==> src/hdl/alu16cc_pkg.sv <==
// ----------------------------------------------------------------------------
// alu16cc_pkg: shared types and constants for the 16-bit ALU
// Opcodes, condition code bit positions and the pipeline item record.
// ----------------------------------------------------------------------------
`default_nettype none

package alu16cc_pkg;

   // operation codes
   typedef enum logic [3:0] {
      OP_ADD   = 4'd0,
      OP_SUB   = 4'd1,
      OP_CMP   = 4'd2,
      OP_LSR   = 4'd3,
      OP_ASL   = 4'd4,
      OP_INC   = 4'd5,
      OP_DEC   = 4'd6,
      OP_MUL   = 4'd7,
      OP_EMUL  = 4'd8,
      OP_EMULS = 4'd9,
      OP_EDIV  = 4'd10,
      OP_EDIVS = 4'd11,
      OP_IDIV  = 4'd12,
      OP_IDIVS = 4'd13,
      OP_FDIV  = 4'd14,
      OP_DAA   = 4'd15
   } op_type;

   // condition code bit positions
   localparam int FLAG_C = 0;
   localparam int FLAG_V = 1;
   localparam int FLAG_Z = 2;
   localparam int FLAG_N = 3;
   localparam int FLAG_H = 5;

   // pipeline depth: one input stage, one setup stage, eight divide stages
   localparam int NUM_STAGES     = 10;
   localparam int DIV_BITS_STAGE = 4;

   // one item as it moves down the pipe
   typedef struct packed {
      op_type             op;
      logic [15:0]        t;
      logic [15:0]        d;
      logic [15:0]        x;
      logic [15:0]        y;
      logic [7:0]         f;
      logic signed [16:0] ma;
      logic signed [16:0] mb;
      logic [31:0]        prod;
      logic [31:0]        num;    // dividend shifting out, quotient shifting in
      logic [15:0]        rem;
      logic [15:0]        dvs;
      logic               negq;
      logic               negr;
      logic               dz;
   } item_type;

endpackage

`default_nettype wire

==> src/hdl/alu16_with_condition_codes_top.sv <==
// ----------------------------------------------------------------------------
// alu16_with_condition_codes_top: pipelined 16-bit ALU with condition codes
// Add/sub/shift/inc/dec/daa, 8x8 and 16x16 multiplies, and 32/16, 16/16 and
// fractional divides, one operation per transfer.
// ----------------------------------------------------------------------------
//  channel | direction | tdata / tuser
//  req_    | in        | target, operand, reg_d, reg_x, reg_y, flags_in / req_type
//  rsp_    | out       | target_out, d_out, x_out, y_out, flags_out
//
//  One operation enters per cycle unless rsp_ stalls; results pass in order
//  through the stages. Divide: 32 restoring steps, 4 per stage over 8 stages.
//  Reset clears all stage valid bits; payload registers are not reset.
//  Each stage holds while the one after it is full and stalled, so a stall on
//  rsp_ backs up stage by stage and nothing is dropped or repeated.
// ----------------------------------------------------------------------------
`default_nettype none

module alu16_with_condition_codes_top (
   input  wire logic        clock,
   input  wire logic        reset,
   input  wire logic        req_tvalid,
   output      logic        req_tready,
   // target[15:0], operand[31:16], reg_d[47:32], reg_x[63:48], reg_y[79:64],
   // flags_in[87:80]
   input  wire logic [87:0] req_tdata,
   // req_type[3:0]
   input  wire logic [3:0]  req_tuser,
   output      logic        rsp_tvalid,
   input  wire logic        rsp_tready,
   // target_out[15:0], d_out[31:16], x_out[47:32], y_out[63:48],
   // flags_out[71:64]
   output      logic [71:0] rsp_tdata
);

   localparam int NS = alu16cc_pkg::NUM_STAGES;

   alu16cc_pkg::item_type pipe_ff [NS];
   alu16cc_pkg::item_type pipe_in [NS];
   logic [NS-1:0]         valid_ff;
   logic [NS:0]           rdy;
   logic                  out_valid_ff;
   logic [71:0]           out_data_ff;
   logic [71:0]           out_data_in;
   alu16cc_pkg::item_type raw;

   // decimal adjust of A; returns {flags, A}
   function automatic logic [15:0] daa_fn(input logic [7:0] f, input logic [7:0] a);
      logic [3:0] ah;
      logic [3:0] al;
      logic [7:0] add;
      logic       nc;
      logic [7:0] r;
      logic [7:0] fo;
      ah  = a[7:4];
      al  = a[3:0];
      add = 8'h00;
      nc  = 1'b0;
      if (!f[alu16cc_pkg::FLAG_C]) begin
         if (!f[alu16cc_pkg::FLAG_H]) begin
            if (ah <= 4'd9 && al <= 4'd9) begin
               add = 8'h00; nc = 1'b0;
            end else if (ah <= 4'd8 && al >= 4'd10) begin
               add = 8'h06; nc = 1'b0;
            end else if (ah >= 4'd10 && al <= 4'd9) begin
               add = 8'h60; nc = 1'b1;
            end else if (ah >= 4'd9 && al >= 4'd10) begin
               add = 8'h66; nc = 1'b1;
            end
         end else if (al <= 4'd3) begin
            if (ah <= 4'd9) begin
               add = 8'h06; nc = 1'b0;
            end else begin
               add = 8'h66; nc = 1'b1;
            end
         end
      end else begin
         if (!f[alu16cc_pkg::FLAG_H]) begin
            if (ah <= 4'd2 && al <= 4'd9) begin
               add = 8'h60; nc = 1'b1;
            end else if (ah <= 4'd2) begin
               add = 8'h66; nc = 1'b1;
            end
         end else if (ah <= 4'd3 && al <= 4'd3) begin
            add = 8'h66; nc = 1'b1;
         end
      end
      r  = a + add;
      fo = f;
      fo[alu16cc_pkg::FLAG_C] = nc;
      fo[alu16cc_pkg::FLAG_Z] = (r == 8'h00);
      fo[alu16cc_pkg::FLAG_N] = r[7];
      return {fo, r};
   endfunction

   // setup stage: short ops finish here, multiply and divide operands prepared
   function automatic alu16cc_pkg::item_type prep2_fn(input alu16cc_pkg::item_type i,
                                                      input logic [15:0] opnd);
      alu16cc_pkg::item_type o;
      logic [15:0] r;
      logic [15:0] a;
      logic [31:0] n;
      logic [15:0] dd;
      logic [15:0] xx;
      logic [15:0] daa_r;
      o     = i;
      a     = i.t;
      n     = {i.y, i.d};
      dd    = i.d[15] ? (16'd0 - i.d) : i.d;
      xx    = i.x[15] ? (16'd0 - i.x) : i.x;
      r     = 16'd0;
      daa_r = 16'd0;
      o.ma  = $signed({1'b0, i.d});
      o.mb  = $signed({1'b0, i.y});
      o.num = n;
      o.dvs = i.x;
      o.rem = 16'd0;
      o.negq = 1'b0;
      o.negr = 1'b0;
      o.dz   = (i.x == 16'd0);
      o.prod = 32'd0;
      unique case (i.op) inside
         alu16cc_pkg::OP_ADD: begin
            r = a + opnd;
            o.f[alu16cc_pkg::FLAG_N] = r[15];
            o.f[alu16cc_pkg::FLAG_Z] = (r == 16'd0);
            o.f[alu16cc_pkg::FLAG_C] = (a[15] & opnd[15]) | (opnd[15] & ~r[15])
                                       | (~r[15] & a[15]);
            o.f[alu16cc_pkg::FLAG_V] = (a[15] & opnd[15] & ~r[15])
                                       | (~a[15] & ~opnd[15] & r[15]);
            o.t = r;
         end
         alu16cc_pkg::OP_SUB, alu16cc_pkg::OP_CMP: begin
            r = a - opnd;
            o.f[alu16cc_pkg::FLAG_N] = r[15];
            o.f[alu16cc_pkg::FLAG_Z] = (r == 16'd0);
            o.f[alu16cc_pkg::FLAG_C] = (~a[15] & opnd[15]) | (opnd[15] & r[15])
                                       | (r[15] & ~a[15]);
            o.f[alu16cc_pkg::FLAG_V] = (a[15] & ~opnd[15] & ~r[15])
                                       | (~a[15] & opnd[15] & r[15]);
            if (i.op == alu16cc_pkg::OP_SUB) begin
               o.t = r;
            end
         end
         alu16cc_pkg::OP_LSR: begin
            r = {1'b0, a[15:1]};
            o.f[alu16cc_pkg::FLAG_N] = 1'b0;
            o.f[alu16cc_pkg::FLAG_C] = a[0];
            o.f[alu16cc_pkg::FLAG_V] = a[0];
            o.f[alu16cc_pkg::FLAG_Z] = (r == 16'd0);
            o.t = r;
         end
         alu16cc_pkg::OP_ASL: begin
            r = {a[14:0], 1'b0};
            o.f[alu16cc_pkg::FLAG_C] = a[15];
            o.f[alu16cc_pkg::FLAG_N] = r[15];
            o.f[alu16cc_pkg::FLAG_Z] = (r == 16'd0);
            o.f[alu16cc_pkg::FLAG_V] = r[15] ^ a[15];
            o.t = r;
         end
         alu16cc_pkg::OP_INC, alu16cc_pkg::OP_DEC: begin
            r = (i.op == alu16cc_pkg::OP_INC) ? (a + 16'd1) : (a - 16'd1);
            o.f[alu16cc_pkg::FLAG_Z] = (r == 16'd0);
            o.t = r;
         end
         alu16cc_pkg::OP_MUL: begin
            o.ma = $signed({9'd0, i.d[15:8]});
            o.mb = $signed({9'd0, i.d[7:0]});
         end
         alu16cc_pkg::OP_EMULS: begin
            o.ma = $signed({i.d[15], i.d});
            o.mb = $signed({i.y[15], i.y});
         end
         alu16cc_pkg::OP_EDIVS: begin
            o.num  = n[31] ? (32'd0 - n) : n;
            o.dvs  = xx;
            o.negq = n[31] ^ i.x[15];
            o.negr = n[31];
         end
         alu16cc_pkg::OP_IDIV: begin
            o.num = {16'd0, i.d};
         end
         alu16cc_pkg::OP_IDIVS: begin
            o.num  = {16'd0, dd};
            o.dvs  = xx;
            o.negq = i.d[15] ^ i.x[15];
            o.negr = i.d[15];
         end
         alu16cc_pkg::OP_FDIV: begin
            o.num = {i.d, 16'd0};
         end
         alu16cc_pkg::OP_DAA: begin
            daa_r = daa_fn(i.f, i.d[15:8]);
            o.f   = daa_r[15:8];
            o.d   = {daa_r[7:0], i.d[7:0]};
         end
         default: begin
         end
      endcase
      return o;
   endfunction

   // four restoring divide steps
   function automatic alu16cc_pkg::item_type div_fn(input alu16cc_pkg::item_type i);
      alu16cc_pkg::item_type o;
      logic [16:0] r2;
      o = i;
      for (int s = 0; s < alu16cc_pkg::DIV_BITS_STAGE; s++) begin
         r2 = {o.rem, o.num[31]};
         if (r2 >= {1'b0, o.dvs}) begin
            r2    = r2 - {1'b0, o.dvs};
            o.num = {o.num[30:0], 1'b1};
         end else begin
            o.num = {o.num[30:0], 1'b0};
         end
         o.rem = r2[15:0];
      end
      return o;
   endfunction

   // result assembly: {flags, y, x, d, target}
   function automatic logic [71:0] fin_fn(input alu16cc_pkg::item_type i);
      logic [15:0] d;
      logic [15:0] x;
      logic [15:0] y;
      logic [7:0]  f;
      logic [31:0] qs;
      logic [15:0] rs;
      logic        qz;
      d  = i.d;
      x  = i.x;
      y  = i.y;
      f  = i.f;
      qs = i.negq ? (32'd0 - i.num) : i.num;
      rs = i.negr ? (16'd0 - i.rem) : i.rem;
      qz = (i.num == 32'd0);
      unique case (i.op) inside
         alu16cc_pkg::OP_MUL: begin
            d = i.prod[15:0];
            f[alu16cc_pkg::FLAG_C] = i.prod[7];
         end
         alu16cc_pkg::OP_EMUL, alu16cc_pkg::OP_EMULS: begin
            d = i.prod[15:0];
            y = i.prod[31:16];
            f[alu16cc_pkg::FLAG_N] = i.prod[31];
            f[alu16cc_pkg::FLAG_Z] = (i.prod == 32'd0);
            f[alu16cc_pkg::FLAG_C] = i.prod[15];
         end
         alu16cc_pkg::OP_EDIV, alu16cc_pkg::OP_EDIVS, alu16cc_pkg::OP_IDIVS: begin
            f[alu16cc_pkg::FLAG_N] = 1'b0;
            f[alu16cc_pkg::FLAG_Z] = 1'b0;
            f[alu16cc_pkg::FLAG_V] = 1'b0;
            f[alu16cc_pkg::FLAG_C] = 1'b0;
            if (i.dz) begin
               f[alu16cc_pkg::FLAG_C] = 1'b1;
            end else if (i.op == alu16cc_pkg::OP_EDIV) begin
               y = i.num[15:0];
               d = i.rem;
               f[alu16cc_pkg::FLAG_N] = i.num[15];
               f[alu16cc_pkg::FLAG_V] = (i.num[31:16] != 16'd0);
               f[alu16cc_pkg::FLAG_Z] = (i.num[15:0] == 16'd0);
            end else begin
               if (i.op == alu16cc_pkg::OP_EDIVS) begin
                  y = qs[15:0];
               end else begin
                  x = qs[15:0];
               end
               d = rs;
               f[alu16cc_pkg::FLAG_N] = qs[15];
               f[alu16cc_pkg::FLAG_Z] = qz;
               f[alu16cc_pkg::FLAG_V] = i.negq ? (i.num > 32'd32768) : (i.num > 32'd32767);
            end
         end
         alu16cc_pkg::OP_IDIV, alu16cc_pkg::OP_FDIV: begin
            f[alu16cc_pkg::FLAG_Z] = 1'b0;
            f[alu16cc_pkg::FLAG_V] = 1'b0;
            f[alu16cc_pkg::FLAG_C] = 1'b0;
            if (i.dz) begin
               x = 16'hFFFF;
               f[alu16cc_pkg::FLAG_C] = 1'b1;
            end else if (i.op == alu16cc_pkg::OP_FDIV && i.x <= i.d) begin
               x = 16'hFFFF;
               f[alu16cc_pkg::FLAG_V] = 1'b1;
            end else begin
               x = i.num[15:0];
               d = i.rem;
               f[alu16cc_pkg::FLAG_Z] = (i.num[15:0] == 16'd0);
            end
         end
         default: begin
         end
      endcase
      return {f, y, x, d, i.t};
   endfunction

   // input unpack
   always_comb begin
      raw      = '0;
      raw.op   = alu16cc_pkg::op_type'(req_tuser);
      raw.t    = req_tdata[15:0];
      raw.d    = req_tdata[47:32];
      raw.x    = req_tdata[63:48];
      raw.y    = req_tdata[79:64];
      raw.f    = req_tdata[87:80];
      raw.ma   = $signed({1'b0, req_tdata[31:16]});
   end

   // stage next values; operand rides in ma of stage 0
   always_comb begin
      pipe_in[0] = raw;
      pipe_in[1] = prep2_fn(pipe_ff[0], pipe_ff[0].ma[15:0]);
      for (int k = 2; k < NS; k++) begin
         pipe_in[k] = div_fn(pipe_ff[k-1]);
      end
      pipe_in[2].prod = 32'(pipe_ff[1].ma * pipe_ff[1].mb);
      out_data_in = fin_fn(pipe_ff[NS-1]);
   end

   // backpressure chain
   always_comb begin
      rdy[NS] = rsp_tready | ~out_valid_ff;
      for (int k = NS - 1; k >= 0; k--) begin
         rdy[k] = ~valid_ff[k] | rdy[k+1];
      end
   end

   // stage registers
   always_ff @(posedge clock) begin
      if (reset) begin
         valid_ff     <= '0;
         out_valid_ff <= 1'b0;
      end else begin
         if (rdy[0]) begin
            valid_ff[0] <= req_tvalid;
         end
         for (int k = 1; k < NS; k++) begin
            if (rdy[k]) begin
               valid_ff[k] <= valid_ff[k-1];
            end
         end
         if (rdy[NS]) begin
            out_valid_ff <= valid_ff[NS-1];
         end
      end
   end

   always_ff @(posedge clock) begin
      for (int k = 0; k < NS; k++) begin
         if (rdy[k]) begin
            pipe_ff[k] <= pipe_in[k];
         end
      end
      if (rdy[NS]) begin
         out_data_ff <= out_data_in;
      end
   end

   assign req_tready = rdy[0];
   assign rsp_tvalid = out_valid_ff;
   assign rsp_tdata  = out_data_ff;

endmodule

`default_nettype wire

==> config.mk <==
export PLATFORM = sky130hd
export DESIGN_NAME = alu16_with_condition_codes_top
export DESIGN_NICKNAME = d
export VERILOG_FILES = /design/src/hdl/alu16cc_pkg.sv /design/src/hdl/alu16_with_condition_codes_top.sv
export SDC_FILE = /design/constraint.sdc
export NUM_CORES = 2
export LEC_CHECK = 0
export BUFFER_PORTS_ARGS = -buffer_cell sky130_fd_sc_hd__buf_2
export CELL_PAD_IN_SITES_DETAIL_PLACEMENT = 0
export CELL_PAD_IN_SITES_GLOBAL_PLACEMENT = 1
export CORE_AREA = 2 2 422 528
export CTS_BUF_LIST = sky130_fd_sc_hd__clkbuf_8 sky130_fd_sc_hd__clkbuf_16
export DETAILED_ROUTE_END_ITERATION = 8
export DIE_AREA = 0 0 424 530
export GPL_TIMING_DRIVEN = 0
export PLACE_DENSITY_LB_ADDON = 0.25
export SETUP_SLACK_MARGIN = 0.3
export SYNTH_ARGS = -nofsm -noshare
export SYNTH_HDL_FRONTEND = slang
export SYNTH_SLANG_ARGS = --single-unit
==> constraint.sdc <==
create_clock -name clock -period 35.2 [get_ports clock]
set_clock_uncertainty 0.1 [all_clocks]
set_input_delay 1.76 -clock clock [delete_from_list [all_inputs] [get_ports clock]]
set_output_delay 1.76 -clock clock [all_outputs]
set_load 0.03 [all_outputs]
==> results_dict.tcl <==
set metrics [dict create \
    status "complete, no violations" \
    cts_tree "done" \
    avgSynthCellArea_um2 12.2 \
    worst_path_max_delay_cell "mux2i_1" \
    wl_per_cell_um 21.5 \
    drt-total-wl_um 248000 \
    synth_flop_cell "edfxtp_1" \
    period_minus_slack_ns 14.79 \
    overflow 0 \
    numClockSinks 1720 \
    max_freq_mhz 67.6 \
    cts_setup_buffers 0 \
    gp_congestion 0.929 \
    fin_setup_tns_ns 0 \
    fin_crit_sh_pct 42.0 \
    first_global_vias 63900 \
    root_buffer "clkbuf_16" \
    synth-seq-cells 1720 \
    initial_core_util_pct 44.7 \
    vias 63200 \
    clk_pin_slew_ns 0.06 \
    startpoint_type "register" \
    hold_buffers 0 \
    synth-edff-count 1709 \
    synthTopCellsByCount "edfxtp_1 (1709), inv_1 (698), ha_1 (654)" \
    drc 0 \
    portBuffers 169 \
    synth_area_leaders "edfxtp_1 (52%), ha_1 (8.3%), fa_1 (6.5%)" \
    layout.nets 9513 \
    drt_iter0_markers 4295 \
    clockBufferDepth 4 \
    synthDominantCellAreaShare_pct 52.2 \
    netlist_instances 8065 \
    core-area_um2 220000 \
    htreeDepth 4 \
    rows 193 \
    yosysSeqAreaShare_pct 52.4 \
    worstPathRequired_ns 35.61 \
    worstMarginPinSlew_ns 1.13 \
    yosys.area.top_type "edfxtp_1" \
    dpl.hpwl_um 196000 \
    max_slew_margin_pct 23.8 \
    viasPerCell 5.49 \
    grt_use_total_pct 21.9 \
    drive_above_1_share_pct 9.97 \
    syn2layout_area_growth_pct 10.9 \
    worstHoldPathType "reg2reg" \
    hold_violations 0 \
    endpoint_kind "register" \
    yosysWarnings 0 \
    die_w_um 424 \
    synthMostInstantiatedCell "edfxtp_1" \
    synth_area_um2 98400 \
    post_cts_resized 0 \
    cts-buffers-inserted 173 \
    die_h_um 530 \
    crit_buf_inv 9 \
    maxCapViolCount 0 \
    die-area_um2 225000 \
    clk_latency_ns 0.84 \
    rsz0062_at_grt "no" \
    synth_nets 9134 \
    dr.pass1.iters 6 \
    cp_max_fo 10 \
    crit_family "compound AO/OA/AOI/OAI gates" \
    antenna_left 0 \
    grt_max_degree 114 \
    antenna_found_initial 22 \
    setup_viol 0 \
    drv_slew 0 \
    crit_type "reg2reg" \
    ys_types 107 \
    fillers 19300 \
    async_reset_ff_share_pct 0 \
    grt_first_pass_wirelength_um 379000 \
    arrival_ns 15.21 \
    boundaryPins 170 \
    cpPeakStageDelay_ns 0.57 \
]
==> path summary, 6_finish.rpt <==
kind / startpoint / end / slack [ns] / depth (start not counted)
setup / recovery: pipe_ff[4][4]$_DFFE_PP_ / pipe_ff[5][31]$_DFFE_PP_ / 20.41 / 51
hold / removal: pipe_ff[5][49]$_DFFE_PP_ / pipe_ff[6][53]$_DFFE_PP_ / 0.27 / 0
setup reg to reg: pipe_ff[4][4]$_DFFE_PP_ / pipe_ff[5][31]$_DFFE_PP_ / 20.41 / 51
hold reg to reg: pipe_ff[5][49]$_DFFE_PP_ / pipe_ff[6][53]$_DFFE_PP_ / 0.27 / 0
==> flip-flops by register name, summed over array words and instances (netlist names) <==
| signal | count |
|---|---|
| pipe_ff | 1637 |
| rsp_tvalid | 1 |
| valid_ff | 10 |
| rsp_tdata | 72 |
==> routing by layer <==
metal,vias up,GRT usage [%],routed length (um)
met5,-,0,0
met4,0,9.03,11000
met3,427,2.26,9780
met2,1465,38.3,123000
met1,30900,27.9,104000
li1,30400,-,-
==> layout by cell type, fill, tap and decap left out, types with 97 or more instances in the layout <==
| cell type | instances |
|---|---|
| inv_1 | 726 |
| mux2_2 | 278 |
| clkbuf_16 | 173 |
| ha_1 | 654 |
| a21o_1 | 169 |
| clkbuf_1 | 150 |
| o21ai_0 | 381 |
| nand4_1 | 97 |
| buf_2 | 185 |
| nand2_1 | 525 |
| fa_1 | 319 |
| nand3_1 | 104 |
| nor3_1 | 144 |
| edfxtp_1 | 1709 |
| and2_1 | 180 |
| xnor2_1 | 320 |
| xor2_1 | 168 |
| a21oi_1 | 513 |
| nor2_1 | 457 |
==> area by class of cell <==
| class | instances | area (um^2) | share of cell area (%) |
|---|---|---|---|
| flip-flops and latches | 1720 | 51500 | 47.2 |
| plain buffers | 179 | 723 | 0.663 |
| diodes | 9 | 22.5 | 0.0206 |
| multi-input cells | 5463 | 43500 | 39.9 |
| clock inverters | 131 | 1040 | 0.951 |
| clock buffers | 173 | 4330 | 3.97 |
| repair buffers | 204 | 1600 | 1.47 |
| inverters | 703 | 2660 | 2.44 |
| well taps | 2925 | 3660 | 3.35 |
==> cells by family (layout without fill, tap and decap cells) <==
logic type | after synthesis | in the layout | share of synthesized area (%)
flops | 1720 | 1720 | 52.4
other cells | 0 | 9 | 0
buf+inv | 882 | 1390 | 3.42
simple gates | 1943 | 1943 | 9.79
xor+xnor | 488 | 488 | 4.35
mux | 356 | 356 | 4.06
fa+ha+maj | 973 | 973 | 14.8
compound gates | 1703 | 1703 | 11.2
==> through the flow <==
step	utilization (%)	std cells	hold slack, ns	instance area, um^2	setup slack, ns
after CTS	49.5	11500	0.274	109000	20.23
final	49.5	11500	0.274	109000	20.41
after detailed placement	47.1	11200	0.305	104000	20.26
after global placement	46.7	11200	0.301	103000	8.79
after floorplan	-	8065	0.300	98400	17.59
after global routing	49.5	11500	0.277	109000	19.14
Power is left out: the tool's default activity adds up to more than one toggle a clock period on the data nets, which glitch-free logic cannot reach.
